<file path="config.mk">
export PLATFORM = sky130hd
export DESIGN_NAME = motor_drive_compensation_flat
export DESIGN_NICKNAME = d
export VERILOG_FILES = /design/src/mdc_pkg.sv /design/src/mdc_sample_if.sv /design/src/mdc_result_if.sv /design/src/mdc_cfg_regs.sv /design/src/mdc_core.sv /design/src/motor_drive_compensation.sv /design/src/flat_wrapper.sv
export SDC_FILE = /design/constraint.sdc
export NUM_CORES = 2
export LEC_CHECK = 0
export BUFFER_PORTS_ARGS = -buffer_cell sky130_fd_sc_hd__buf_2
export CAP_MARGIN = 0
export CORE_ASPECT_RATIO = 0.75
export CORE_UTILIZATION = 40
export DETAILED_ROUTE_END_ITERATION = 7
export PLACE_DENSITY = 0.53
export REMOVE_ABC_BUFFERS = 1
export SETUP_SLACK_MARGIN = 0.15
export SLEW_MARGIN = 20
export SYNTH_ARGS = -nofsm -noshare
export SYNTH_HDL_FRONTEND = slang
export SYNTH_SLANG_ARGS = --single-unit
</file>
<file path="constraint.sdc">
create_clock -name clk -period 43.9 [get_ports clk]
set_clock_uncertainty 0.2 [all_clocks]
set_input_delay 8.78 -clock clk [delete_from_list [all_inputs] [get_ports clk]]
set_output_delay 8.78 -clock clk [all_outputs]
set_load 0.1 [all_outputs]
</file>
<file path="src/mdc_pkg.sv">
`default_nettype none

package mdc_pkg;

    // Channel and field geometry.
    localparam int MOTOR_COUNT    = 2;
    localparam int MOTOR_IDX_W    = (MOTOR_COUNT > 1) ? $clog2(MOTOR_COUNT) : 1;
    localparam int CFG_MOTORS     = 2;
    localparam int SPEED_W        = 16;
    localparam int TIME_W         = 32;
    localparam int LEVEL_W        = 15;
    localparam int GAIN_W         = 16;
    localparam int BOOST_W        = 32;
    localparam int BOOST_LVL_W    = 16;
    localparam int BOOST_MS_W     = 16;

    // Gain arithmetic.
    localparam int GAIN_FRAC_BITS = 12;
    localparam int PROD_W         = SPEED_W + GAIN_W + 1;
    localparam int MAG_W          = PROD_W - GAIN_FRAC_BITS;
    localparam logic [GAIN_W-1:0] GAIN_ONE = GAIN_W'(1 << GAIN_FRAC_BITS);

    // Configuration port.
    localparam int PADDR_W = 5;
    localparam int PDATA_W = 32;

    localparam logic [LEVEL_W-1:0] EPSILON_RESET = LEVEL_W'(5);
    localparam logic [LEVEL_W-1:0] LIMIT_RESET   = LEVEL_W'(32767);

    typedef enum logic [2:0] {
        REG_TARGET_EPSILON = 3'd0,
        REG_DRIVE_LIMIT    = 3'd1,
        REG_GAIN_MOTOR0    = 3'd2,
        REG_GAIN_MOTOR1    = 3'd3,
        REG_MIN_MOTOR0     = 3'd4,
        REG_MIN_MOTOR1     = 3'd5,
        REG_BOOST_MOTOR0   = 3'd6,
        REG_BOOST_MOTOR1   = 3'd7
    } mdc_reg_idx_t;

    typedef struct packed {
        logic [LEVEL_W-1:0]                    target_epsilon;
        logic [LEVEL_W-1:0]                    drive_limit;
        logic [CFG_MOTORS-1:0][GAIN_W-1:0]     gain;
        logic [CFG_MOTORS-1:0][LEVEL_W-1:0]    min_drive;
        logic [CFG_MOTORS-1:0][BOOST_W-1:0]    boost;
    } mdc_cfg_t;

    // Magnitude of a signed speed, one bit wider so that -32768 fits.
    function automatic logic [SPEED_W:0] abs_speed(input logic signed [SPEED_W-1:0] v);
        logic [SPEED_W:0] ext;
        ext = {v[SPEED_W-1], v};
        return v[SPEED_W-1] ? (~ext + (SPEED_W+1)'(1)) : ext;
    endfunction

endpackage

`default_nettype wire

</file>
<file path="src/mdc_sample_if.sv">
`default_nettype none

interface mdc_sample_if;
    logic                                valid;
    logic                                ready;
    logic                                motor_select;
    logic signed [mdc_pkg::SPEED_W-1:0]  speed_cmd;
    logic signed [mdc_pkg::SPEED_W-1:0]  measured_speed;
    logic signed [mdc_pkg::SPEED_W-1:0]  pid_drive;
    logic        [mdc_pkg::TIME_W-1:0]   now_ms;

    modport source (
        output valid, motor_select, speed_cmd, measured_speed, pid_drive, now_ms,
        input  ready
    );

    modport sink (
        input  valid, motor_select, speed_cmd, measured_speed, pid_drive, now_ms,
        output ready
    );
endinterface

`default_nettype wire

</file>
<file path="src/mdc_result_if.sv">
`default_nettype none

interface mdc_result_if;
    logic                                valid;
    logic                                ready;
    logic signed [mdc_pkg::SPEED_W-1:0]  drive_out;

    modport source (
        output valid, drive_out,
        input  ready
    );

    modport sink (
        input  valid, drive_out,
        output ready
    );
endinterface

`default_nettype wire

</file>
<file path="src/mdc_cfg_regs.sv">
`default_nettype none

module mdc_cfg_regs (
    input  wire logic                          clk,
    input  wire logic                          rst_n,
    input  wire logic                          psel,
    input  wire logic                          penable,
    input  wire logic                          pwrite,
    input  wire logic [mdc_pkg::PADDR_W-1:0]   paddr,
    input  wire logic [mdc_pkg::PDATA_W-1:0]   pwdata,
    output logic      [mdc_pkg::PDATA_W-1:0]   prdata,
    output logic                               pready,
    output mdc_pkg::mdc_cfg_t                  cfg
);
    import mdc_pkg::*;

    mdc_cfg_t     cfg_reg;
    mdc_cfg_t     cfg_next;
    mdc_reg_idx_t reg_idx;
    logic         wr_en;

    assign pready  = 1'b1;
    assign reg_idx = mdc_reg_idx_t'(paddr[PADDR_W-1:2]);
    assign wr_en   = psel && penable && pwrite;
    assign cfg     = cfg_reg;

    always_comb
    begin
        cfg_next = cfg_reg;
        if (wr_en)
        begin
            case (reg_idx)
                REG_TARGET_EPSILON: cfg_next.target_epsilon = pwdata[LEVEL_W-1:0];
                REG_DRIVE_LIMIT:    cfg_next.drive_limit    = pwdata[LEVEL_W-1:0];
                REG_GAIN_MOTOR0:    cfg_next.gain[0]        = pwdata[GAIN_W-1:0];
                REG_GAIN_MOTOR1:    cfg_next.gain[1]        = pwdata[GAIN_W-1:0];
                REG_MIN_MOTOR0:     cfg_next.min_drive[0]   = pwdata[LEVEL_W-1:0];
                REG_MIN_MOTOR1:     cfg_next.min_drive[1]   = pwdata[LEVEL_W-1:0];
                REG_BOOST_MOTOR0:   cfg_next.boost[0]       = pwdata[BOOST_W-1:0];
                REG_BOOST_MOTOR1:   cfg_next.boost[1]       = pwdata[BOOST_W-1:0];
                default:            cfg_next = cfg_reg;
            endcase
        end
    end

    always_comb
    begin
        case (reg_idx)
            REG_TARGET_EPSILON: prdata = PDATA_W'(cfg_reg.target_epsilon);
            REG_DRIVE_LIMIT:    prdata = PDATA_W'(cfg_reg.drive_limit);
            REG_GAIN_MOTOR0:    prdata = PDATA_W'(cfg_reg.gain[0]);
            REG_GAIN_MOTOR1:    prdata = PDATA_W'(cfg_reg.gain[1]);
            REG_MIN_MOTOR0:     prdata = PDATA_W'(cfg_reg.min_drive[0]);
            REG_MIN_MOTOR1:     prdata = PDATA_W'(cfg_reg.min_drive[1]);
            REG_BOOST_MOTOR0:   prdata = PDATA_W'(cfg_reg.boost[0]);
            REG_BOOST_MOTOR1:   prdata = PDATA_W'(cfg_reg.boost[1]);
            default:            prdata = '0;
        endcase
    end

    always_ff @(posedge clk or negedge rst_n)
    begin
        if (!rst_n)
        begin
            cfg_reg.target_epsilon <= EPSILON_RESET;
            cfg_reg.drive_limit    <= LIMIT_RESET;
            for (int i = 0; i < CFG_MOTORS; i++)
            begin
                cfg_reg.gain[i]      <= GAIN_ONE;
                cfg_reg.min_drive[i] <= '0;
                cfg_reg.boost[i]     <= '0;
            end
        end
        else
        begin
            cfg_reg <= cfg_next;
        end
    end

endmodule

`default_nettype wire

</file>
<file path="src/mdc_core.sv">
`default_nettype none

module mdc_core (
    input  wire logic              clk,
    input  wire logic              rst_n,
    input  wire mdc_pkg::mdc_cfg_t cfg,
    mdc_sample_if.sink             sample,
    mdc_result_if.source           result
);
    import mdc_pkg::*;

    // Input register.
    logic                      s1_valid_reg;
    logic                      s1_sel_reg;
    logic signed [SPEED_W-1:0] s1_target_reg;
    logic signed [SPEED_W-1:0] s1_measured_reg;
    logic signed [SPEED_W-1:0] s1_pid_reg;
    logic [TIME_W-1:0]         s1_now_reg;

    // Result register.
    logic                      out_valid_reg;
    logic signed [SPEED_W-1:0] drive_out_reg;
    logic signed [SPEED_W-1:0] drive_out_next;

    // Per-motor state.
    logic signed [SPEED_W-1:0] prev_target_reg [MOTOR_COUNT];
    logic [TIME_W-1:0]         deadline_reg    [MOTOR_COUNT];
    logic signed [SPEED_W-1:0] prev_target_next;
    logic [TIME_W-1:0]         deadline_next;

    logic                      advance;
    logic                      take_in;
    logic [MOTOR_IDX_W-1:0]    m_idx;
    logic                      c_idx;

    logic [GAIN_W-1:0]         gain_eff;
    logic [LEVEL_W-1:0]        min_lvl;
    logic [BOOST_LVL_W-1:0]    boost_lvl;
    logic [BOOST_MS_W-1:0]     boost_ms;

    logic [SPEED_W:0]          t_abs;
    logic [SPEED_W:0]          m_abs;
    logic [SPEED_W:0]          last_abs;
    logic signed [PROD_W-1:0]  prod;
    logic [PROD_W-1:0]         prod_abs;
    logic [PROD_W:0]           prod_rnd;
    logic [MAG_W-1:0]          mag0;
    logic [MAG_W-1:0]          mag1;
    logic [MAG_W-1:0]          mag2;
    logic [MAG_W-1:0]          mag3;
    logic                      neg0;
    logic                      neg1;
    logic                      neg2;
    logic [SPEED_W-1:0]        mag_out;

    logic                      stop;
    logic                      from_rest;
    logic                      reversed;
    logic                      arm;
    logic [TIME_W-1:0]         deadline_eff;
    logic                      same_dir;
    logic                      lagging;
    logic                      do_boost;
    logic                      do_min;

    assign advance      = !out_valid_reg || result.ready;
    assign sample.ready = !s1_valid_reg || advance;
    assign take_in      = sample.valid && sample.ready;

    assign result.valid     = out_valid_reg;
    assign result.drive_out = drive_out_reg;

    always_comb
    begin
        if (int'(s1_sel_reg) >= MOTOR_COUNT)
            m_idx = MOTOR_IDX_W'(MOTOR_COUNT - 1);
        else
            m_idx = MOTOR_IDX_W'(s1_sel_reg);
    end

    // The register file holds two motors' worth of settings; the low index bit picks one.
    assign c_idx     = m_idx[0];
    assign gain_eff  = (cfg.gain[c_idx] == '0) ? GAIN_ONE : cfg.gain[c_idx];
    assign min_lvl   = cfg.min_drive[c_idx];
    assign boost_lvl = cfg.boost[c_idx][BOOST_LVL_W-1:0];
    assign boost_ms  = cfg.boost[c_idx][BOOST_W-1:BOOST_LVL_W];

    assign t_abs    = abs_speed(s1_target_reg);
    assign m_abs    = abs_speed(s1_measured_reg);
    assign last_abs = abs_speed(prev_target_reg[m_idx]);

    assign stop        = t_abs <= (SPEED_W+1)'(cfg.target_epsilon);
    assign from_rest   = last_abs <= (SPEED_W+1)'(cfg.target_epsilon);
    assign reversed    = (prev_target_reg[m_idx] != '0)
                         && (prev_target_reg[m_idx][SPEED_W-1] != s1_target_reg[SPEED_W-1]);
    assign arm         = (from_rest || reversed) && (boost_lvl != '0) && (boost_ms != '0);
    assign deadline_eff = arm ? (s1_now_reg + TIME_W'(boost_ms)) : deadline_reg[m_idx];

    // Gain scaling, rounded half away from zero on the magnitude.
    assign prod     = PROD_W'(s1_pid_reg) * $signed({1'b0, gain_eff});
    assign prod_abs = prod[PROD_W-1] ? PROD_W'(-prod) : PROD_W'(prod);
    assign prod_rnd = {1'b0, prod_abs} + (PROD_W+1)'(1 << (GAIN_FRAC_BITS - 1));
    assign mag0     = prod_rnd[GAIN_FRAC_BITS +: MAG_W];
    assign neg0     = prod[PROD_W-1] && (mag0 != '0);

    assign same_dir = (mag0 == '0) || (neg0 == s1_target_reg[SPEED_W-1]);
    assign lagging  = ({1'b0, m_abs} + (SPEED_W+2)'(cfg.target_epsilon)) < {1'b0, t_abs};
    assign do_boost = (boost_lvl != '0) && (s1_now_reg < deadline_eff) && same_dir && lagging;
    assign do_min   = (min_lvl != '0) && same_dir && lagging;

    always_comb
    begin
        // Boost level first, then the minimum level, both pointing the target's way.
        mag1 = mag0;
        neg1 = neg0;
        if (do_boost && (mag0 < MAG_W'(boost_lvl)))
        begin
            mag1 = MAG_W'(boost_lvl);
            neg1 = s1_target_reg[SPEED_W-1];
        end
        mag2 = mag1;
        neg2 = neg1;
        if (do_min && (mag1 < MAG_W'(min_lvl)))
        begin
            mag2 = MAG_W'(min_lvl);
            neg2 = s1_target_reg[SPEED_W-1];
        end
        mag3 = (mag2 > MAG_W'(cfg.drive_limit)) ? MAG_W'(cfg.drive_limit) : mag2;
        mag_out = mag3[SPEED_W-1:0];

        if (stop)
        begin
            drive_out_next   = '0;
            prev_target_next = '0;
            deadline_next    = '0;
        end
        else
        begin
            drive_out_next   = neg2 ? $signed(-mag_out) : $signed(mag_out);
            prev_target_next = s1_target_reg;
            deadline_next    = deadline_eff;
        end
    end

    always_ff @(posedge clk or negedge rst_n)
    begin
        if (!rst_n)
        begin
            s1_valid_reg  <= 1'b0;
            out_valid_reg <= 1'b0;
            for (int i = 0; i < MOTOR_COUNT; i++)
            begin
                prev_target_reg[i] <= '0;
                deadline_reg[i]    <= '0;
            end
        end
        else
        begin
            if (sample.ready)
                s1_valid_reg <= sample.valid;
            if (advance)
                out_valid_reg <= s1_valid_reg;
            if (advance && s1_valid_reg)
            begin
                prev_target_reg[m_idx] <= prev_target_next;
                deadline_reg[m_idx]    <= deadline_next;
            end
        end
    end

    always_ff @(posedge clk)
    begin
        if (take_in)
        begin
            s1_sel_reg      <= sample.motor_select;
            s1_target_reg   <= sample.speed_cmd;
            s1_measured_reg <= sample.measured_speed;
            s1_pid_reg      <= sample.pid_drive;
            s1_now_reg      <= sample.now_ms;
        end
        if (advance && s1_valid_reg)
            drive_out_reg <= drive_out_next;
    end

endmodule

`default_nettype wire

</file>
<file path="src/motor_drive_compensation.sv">
// Motor drive compensation: dead-band handling and a start-up kick for two motors.
// Requests arrive on the sample channel (valid/ready) carrying the motor index,
// target and measured speed, the raw controller drive and a millisecond time stamp.
// Each request produces exactly one response on the result channel: the compensated,
// saturated drive. A request is accepted into an input register; the first clock
// edge at which the result register is free computes the drive, updates that motor's
// state and loads the result register, which then presents the response.
// With result.ready high the block accepts one request every cycle, as the input
// register refills at the same edge at which the result register loads; the gain
// multiplier and the compares between the two registers set only the clock period.
// Requests for the same motor may follow back to back, since the state update lands
// in the same edge that consumes the previous request. When the receiver holds ready
// low, the result register keeps its value and the input register can still take one
// more request before ready drops. Reset clears both motors' previous target and
// boost deadline and loads the configuration defaults. The user must write
// configuration through the APB port while idle; the block does not enforce this.
`default_nettype none

module motor_drive_compensation (
    input  wire logic                          clk,
    input  wire logic                          rst_n,
    input  wire logic                          psel,
    input  wire logic                          penable,
    input  wire logic                          pwrite,
    input  wire logic [mdc_pkg::PADDR_W-1:0]   paddr,
    input  wire logic [mdc_pkg::PDATA_W-1:0]   pwdata,
    output logic      [mdc_pkg::PDATA_W-1:0]   prdata,
    output logic                               pready,
    mdc_sample_if.sink                         sample,
    mdc_result_if.source                       result
);
    import mdc_pkg::*;

    // Live configuration shared with the datapath.
    mdc_cfg_t cfg;

    mdc_cfg_regs u_cfg_regs (
        .clk     (clk),
        .rst_n   (rst_n),
        .psel    (psel),
        .penable (penable),
        .pwrite  (pwrite),
        .paddr   (paddr),
        .pwdata  (pwdata),
        .prdata  (prdata),
        .pready  (pready),
        .cfg     (cfg)
    );

    // Input register, compensation logic, per-motor state and result register.
    mdc_core u_core (
        .clk    (clk),
        .rst_n  (rst_n),
        .cfg    (cfg),
        .sample (sample),
        .result (result)
    );

endmodule

`default_nettype wire

</file>
<file path="src/flat_wrapper.sv">
// flat-port wrapper written by rule: the top's interface ports become plain ports
module motor_drive_compensation_flat import mdc_pkg::*;
  (clk, rst_n, psel, penable, pwrite, paddr, pwdata, prdata, pready, sample_valid, sample_motor_select, sample_speed_cmd, sample_measured_speed, sample_pid_drive, sample_now_ms, sample_ready, result_valid, result_drive_out, result_ready);
  mdc_sample_if sample_i ();
  mdc_result_if result_i ();
  input  wire logic clk;
  input  wire logic rst_n;
  input  wire logic psel;
  input  wire logic penable;
  input  wire logic pwrite;
  input  wire logic [mdc_pkg::PADDR_W-1:0] paddr;
  input  wire logic [mdc_pkg::PDATA_W-1:0] pwdata;
  output logic      [mdc_pkg::PDATA_W-1:0] prdata;
  output logic pready;
  input wire logic [$bits(sample_i.valid)-1:0] sample_valid;
  input wire logic [$bits(sample_i.motor_select)-1:0] sample_motor_select;
  input wire logic [$bits(sample_i.speed_cmd)-1:0] sample_speed_cmd;
  input wire logic [$bits(sample_i.measured_speed)-1:0] sample_measured_speed;
  input wire logic [$bits(sample_i.pid_drive)-1:0] sample_pid_drive;
  input wire logic [$bits(sample_i.now_ms)-1:0] sample_now_ms;
  output wire logic [$bits(sample_i.ready)-1:0] sample_ready;
  output wire logic [$bits(result_i.valid)-1:0] result_valid;
  output wire logic [$bits(result_i.drive_out)-1:0] result_drive_out;
  input wire logic [$bits(result_i.ready)-1:0] result_ready;
  assign sample_i.valid = sample_valid;
  assign sample_i.motor_select = sample_motor_select;
  assign sample_i.speed_cmd = sample_speed_cmd;
  assign sample_i.measured_speed = sample_measured_speed;
  assign sample_i.pid_drive = sample_pid_drive;
  assign sample_i.now_ms = sample_now_ms;
  assign sample_ready = sample_i.ready;
  assign result_valid = result_i.valid;
  assign result_drive_out = result_i.drive_out;
  assign result_i.ready = result_ready;
  motor_drive_compensation u_core (.clk(clk), .rst_n(rst_n), .psel(psel), .penable(penable), .pwrite(pwrite), .paddr(paddr), .pwdata(pwdata), .prdata(prdata), .pready(pready), .sample(sample_i), .result(result_i));
endmodule
</file>
== Word-level counts from Yosys, hierarchy flattened ==
Index checks and enable logic that the tools add are counted.

* Output and inout port bits: 51
* Logic and storage cells: 123
* Register bits: 351
* Input port bits: 125

* Reduce and logical (&&, ||, !) cells: 38
* Add/subtract/negate cells: 8
* Equal/unequal tests: 9
* Bitwise operators: 4
* Muxes and demuxes: 33
* $lt $le $gt $ge: 10
* $mul: 1

{| class="wikitable"
|+ Operator list
! kind !! number
|-
| 32-bit two-way mux || 8
|-
| 32-bit case mux with 8 select lines || 1
|-
| 16-bit two-way mux || 10
|-
| 64-bit bitwise mux || 1
|-
| 17-bit by 1-bit adder with 17-bit output (second input constant) || 3
|-
| 17-bit two-way mux || 3
|-
| 17-bit NOT || 3
|-
| 16-bit nonzero test || 3
|-
| 21-bit two-way mux || 2
|-
| 17-bit by 15-bit less-or-equal comparator with 1-bit output || 2
|-
| 33-bit by 12-bit adder with 33-bit output (second input constant) || 1
|-
| 16-bit by 17-bit multiplier with 33-bit output || 1
|-
| 33-bit two-way mux || 1
|-
| 33-bit negation || 1
|-
| 32-bit by 16-bit adder with 32-bit output || 1
|-
| 32-bit bitwise mux || 1
|-
| 32-bit demux with 1-bit select || 1
|-
| 32-bit less-than comparator || 1
|-
| 15-bit two-way mux || 2
|-
| 21-bit by 15-bit greater-than comparator with 1-bit output || 1
|-
| 21-bit logical NOT || 1
|-
| 21-bit by 15-bit less-than comparator with 1-bit output || 1
|-
| 21-bit by 16-bit less-than comparator with 1-bit output || 1
|-
| 21-bit nonzero test || 1
|-
| other kinds (21) || 52
|}

== Longest topological paths before layout ==
* Depth after elaboration: 25
* Depth in mapped cells: 92
* Mapped depth without buffers: 76

== Cells and area by module ==
A second synthesis with hierarchy kept.

* Cell total of the unflattened synthesis: 3,372
* Area, all modules: 32,737.6 um2

{| class="wikitable"
|+ Modules (own cells, without submodules)
! module !! times used !! seq. area each (um2) !! area an instance (um2) !! cells an instance
|-
| mdc_core || 1 || 5,365.1 || 25,568.3 || 2,860
|-
| mdc_cfg_regs || 1 || 3,927.5 || 7,169.4 || 512
|}

== Least setup slack after synthesis ==
OpenSTA, ideal clock, no wires.

* Path kind: register to register
* From: reg u_core.u_core.s1_sel_reg, in the netlist u_core.u_core.c_idx
* To: reg u_core.u_core.drive_out_reg[10], in the netlist u_core.u_core.result.drive_out[10], data pin
* Stages on the path, launching flop included: 89
* Buffers on the path: 17
* Required time: 43.438 ns
* Library setup time: 0.262 ns
* Period minus slack after synthesis: 21.205 ns
* Arrival time: 20.743 ns
* Slack: 22.695 ns
* Path through: edfxtp_1 clkbuf_1 clkbuf_1 buf_1 clkbuf_1 clkbuf_1 clkbuf_1 clkbuf_1 buf_1 buf_1 mux2i_1 nand2_1 clkbuf_1 nand2_1 fa_1 fa_1 fa_1 inv_1 [53 not listed] a21o_1 a21o_1 a21o_1 a21o_1 a221o_1 a21o_1 a21o_1 a21o_1 a21oi_1 a31oi_1 or4b_2 nor4_4 o21ai_0 o211a_1 ha_1 and3_1 a31oi_1 mux2_1

* Longest elaborated chain between the ends: 25
* Elaborated cells on any way between the ends: 57
* Classes of those cells: add/sub (5); mul (1); order compare (5); eq/ne (2); mux (22); bitwise (2); reduce/logical (20)

{| class="wikitable"
|+ RTL lines
! element !! RTL line !! text
|-
| from (decl) || mdc_core.sv:14 || <nowiki>logic s1_sel_reg;</nowiki>
|-
| from (signal assigned) || mdc_core.sv:175 || <nowiki>s1_sel_reg <= sample.motor_select;</nowiki>
|-
| branches (longest 24 deep; another with 16-bit by 17-bit multiplier with 33-bit output) || n/a ||
|-
| 16-bit two-way mux (*) || mdc_core.sv:139 || <nowiki>drive_out_next = neg2 ? $signed(-mag_out) : $signed(mag_out);</nowiki>
|-
| to (signal assigned) || mdc_core.sv:182 || <nowiki>drive_out_reg <= drive_out_next;</nowiki>
|-
| to (decl) || mdc_core.sv:22 || <nowiki>logic signed [SPEED_W-1:0] drive_out_reg;</nowiki>
|}

Mark *: on every way between the ends. The select of a mux whose other input is x is not followed.
A chain may end at the register's enable or synchronous reset.

== Final worst setup path ==
Ends and elaborated chain as after synthesis.

==> impl_metrics.tcl <==
set metrics [dict create \
    num_vias 25608 \
    cp-start-kind "register" \
    crit_top_cell "a21o_1" \
    worst_pin_slew_ns 1.09 \
    rows 90 \
    grt_setup_unrepaired "no" \
    port_buffers 172 \
    slowest_delay_ns 0.79 \
    critical_path_class "register to register" \
    area_growth_pct 9.93 \
    placedCellCount 4550 \
    hpwl_mm 72.8 \
    wl_met3_mm 6.73 \
    clock_latency_ns 0.62 \
    dieArea_um2 83200 \
    fp.dieH_um 250 \
    cts_resized 0 \
    routedWlPerCell_um 20.8 \
    top_layer_used "met5" \
    drive_gt1_share_pct 15.9 \
    synthCells 3436 \
    dr.pass1.iters 5 \
    critPathArrivalTime_ns 23.77 \
    netlist_area_um2 32800 \
    wirelength_mm 96.1 \
    status "finished, final reports clean" \
    final_common_cell "nand2_1" \
    cpMaxStageDelayCell "edfxtp_1" \
    fin_util_pct 44.6 \
    finish.net_count 4135 \
    antenna_left 0 \
    async_flop_share_pct 72.4 \
    vias_per_cell 5.53 \
    synth_top_area_share_pct 17.9 \
    gp_congestion 0.913 \
    ys_types 111 \
    root_buffer "clkbuf_16" \
    m1WireLength_mm 50.1 \
    critical_path_buf_inv_count 10 \
    slew_headroom_pct 26.8 \
    drv_cap 0 \
    grt-ovfl-total 0 \
    hp-class "register to register" \
    drc 0 \
    postCtsSetupRepairBufs 0 \
    io_pins 176 \
    synth_area_leaders "dfrtp_1, fa_1, ha_1" \
    grt_start_max_net_pins 139 \
    synth_area_per_cell_um2 9.55 \
    cts_tree "yes" \
    synth-edff-count 97 \
    grtUsageTotal_pct 23.2 \
    hold_viol 0 \
    cts_hold_buf 0 \
    clk_pin_slew_ns 0.06 \
    antenna_found_initial 5 \
    htreeDepth 2 \
    end_kind "register" \
    largest_register_ffs 156 \
    setup_viol_count_final 0 \
    period_share_pct 53.8 \
    yosys_warnings 0 \
    cts.sinks 351 \
    grt_pass1_wl_mm 151 \
    final_cell_mix "nand2_1, inv_1, ha_1, dfrtp_1, o21ai_0" \
    yosysSeqAreaShare_pct 28.3 \
    path_delay_family "compound AO/OA/AOI/OAI gates" \
    core_um2 80900 \
    die_width_um 333 \
    maxSlewViolCount 0 \
    fin_cells 4627 \
    cts.path.max_buffers 3 \
    synth_seq_cells 351 \
    yosys.area.top_type "dfrtp_1" \
    met2_length_mm 37.9 \
    initial_core_util_pct 40.6 \
    crit_path_max_fanout 47 \
    cts_made_buffers 41 \
    tns_ns 0 \
    crit_required_ns 44.03 \
    synth_flop_cell "dfrtp_1" \
    grt_pass1_vias 25114 \
    fin_crit_ns 23.63 \
    fmax_ghz 0.0423 \
    drtIter0Drc 2183 \
]
[stage by stage]
stage | hold slack, ns | instance area (µm²) | worst slack (ns)
after floorplan | 0.241 | 32200 | 20.77
after global placement | 0.261 | 34700 | 20.83
after detailed placement | 0.265 | 34700 | 20.79
after CTS | 0.279 | 36100 | 20.66
after global routing | 0.298 | 36100 | 19.02
final | 0.277 | 36100 | 20.27
[synth_stat cells (all sizes together) (23+ instances only)]
cell type	instances
mux2	188
and2	135
ha	279
dfrtp	235
inv	332
a211oi	31
o21ai	215
nand2b	36
nor4	32
or2	23
nand2	384
fa	196
xnor2	94
nor2	133
edfxtp	97
clkbuf	117
nand3	43
mux2i	103
nand4	43
xor2	34
buf	37
a31oi	28
a21o	54
a21oi	146
nor3	46
[cells by family after synthesis]
logic type / Yosys count / synth area share [%]
flip-flops: 351 / 28.3
buffers and inverters: 487 / 5.71
XOR/XNOR: 128 / 3.50
AO/OA/AOI/OAI: 724 / 14.9
multiplexers: 300 / 10.2
other: 1 / 0.0114
adder cells (fa/ha/maj): 475 / 22.6
AND/OR/NAND/NOR: 970 / 14.7
[final cells by class]
cell class / instances / area, µm²
Sequential cell: 351 / 9290
Fill cell: 7913 / 44800
Antenna cell: 1 / 2.50
Timing Repair Buffer: 209 / 1160
Clock inverter: 22 / 208
Inverter: 333 / 1250
Tap cell: 1058 / 1320
Clock buffer: 54 / 1110
Multi-Input combinational cell: 2599 / 21700
[worst paths after layout]
path,from,endpoint,slack [ns],cells after the start
min in group asynchronous,rst_n,u_core.u_core.prev_target_reg[2]$_DFFE_PN0P_,8.07,1
max,u_core.u_core.c_idx$_DFFE_PP_,u_core.u_core.result.drive_out[10]$_SDFFCE_PP0P_,20.27,79
max in group asynchronous,rst_n,u_core.u_cfg_regs.cfg[24]$_DFFE_PN0P_,34.11,2
min reg2reg,u_core.u_core.deadline_reg[10]$_DFFE_PN0P_,u_core.u_core.deadline_reg[10]$_DFFE_PN0P_,0.28,2
min,u_core.u_core.deadline_reg[10]$_DFFE_PN0P_,u_core.u_core.deadline_reg[10]$_DFFE_PN0P_,0.28,2
max reg2reg,u_core.u_core.c_idx$_DFFE_PP_,u_core.u_core.result.drive_out[10]$_SDFFCE_PP0P_,20.27,79
[worst min-delay path: stages (launching register included)]
cell,delay [ns]
dfrtp_1,0.34
nand2_1,0.04
o21ai_0,0.06
[routing by layer]
metal  vias up  GRT usage, %
met2       638          32.5
li1      12314             -
met5         -             0
met1     12577          36.5
met3        73          5.17
met4         6          3.74
Power is left out: the tool's default activity adds up to more than one toggle a clock period on the data nets, which glitch-free logic cannot reach.
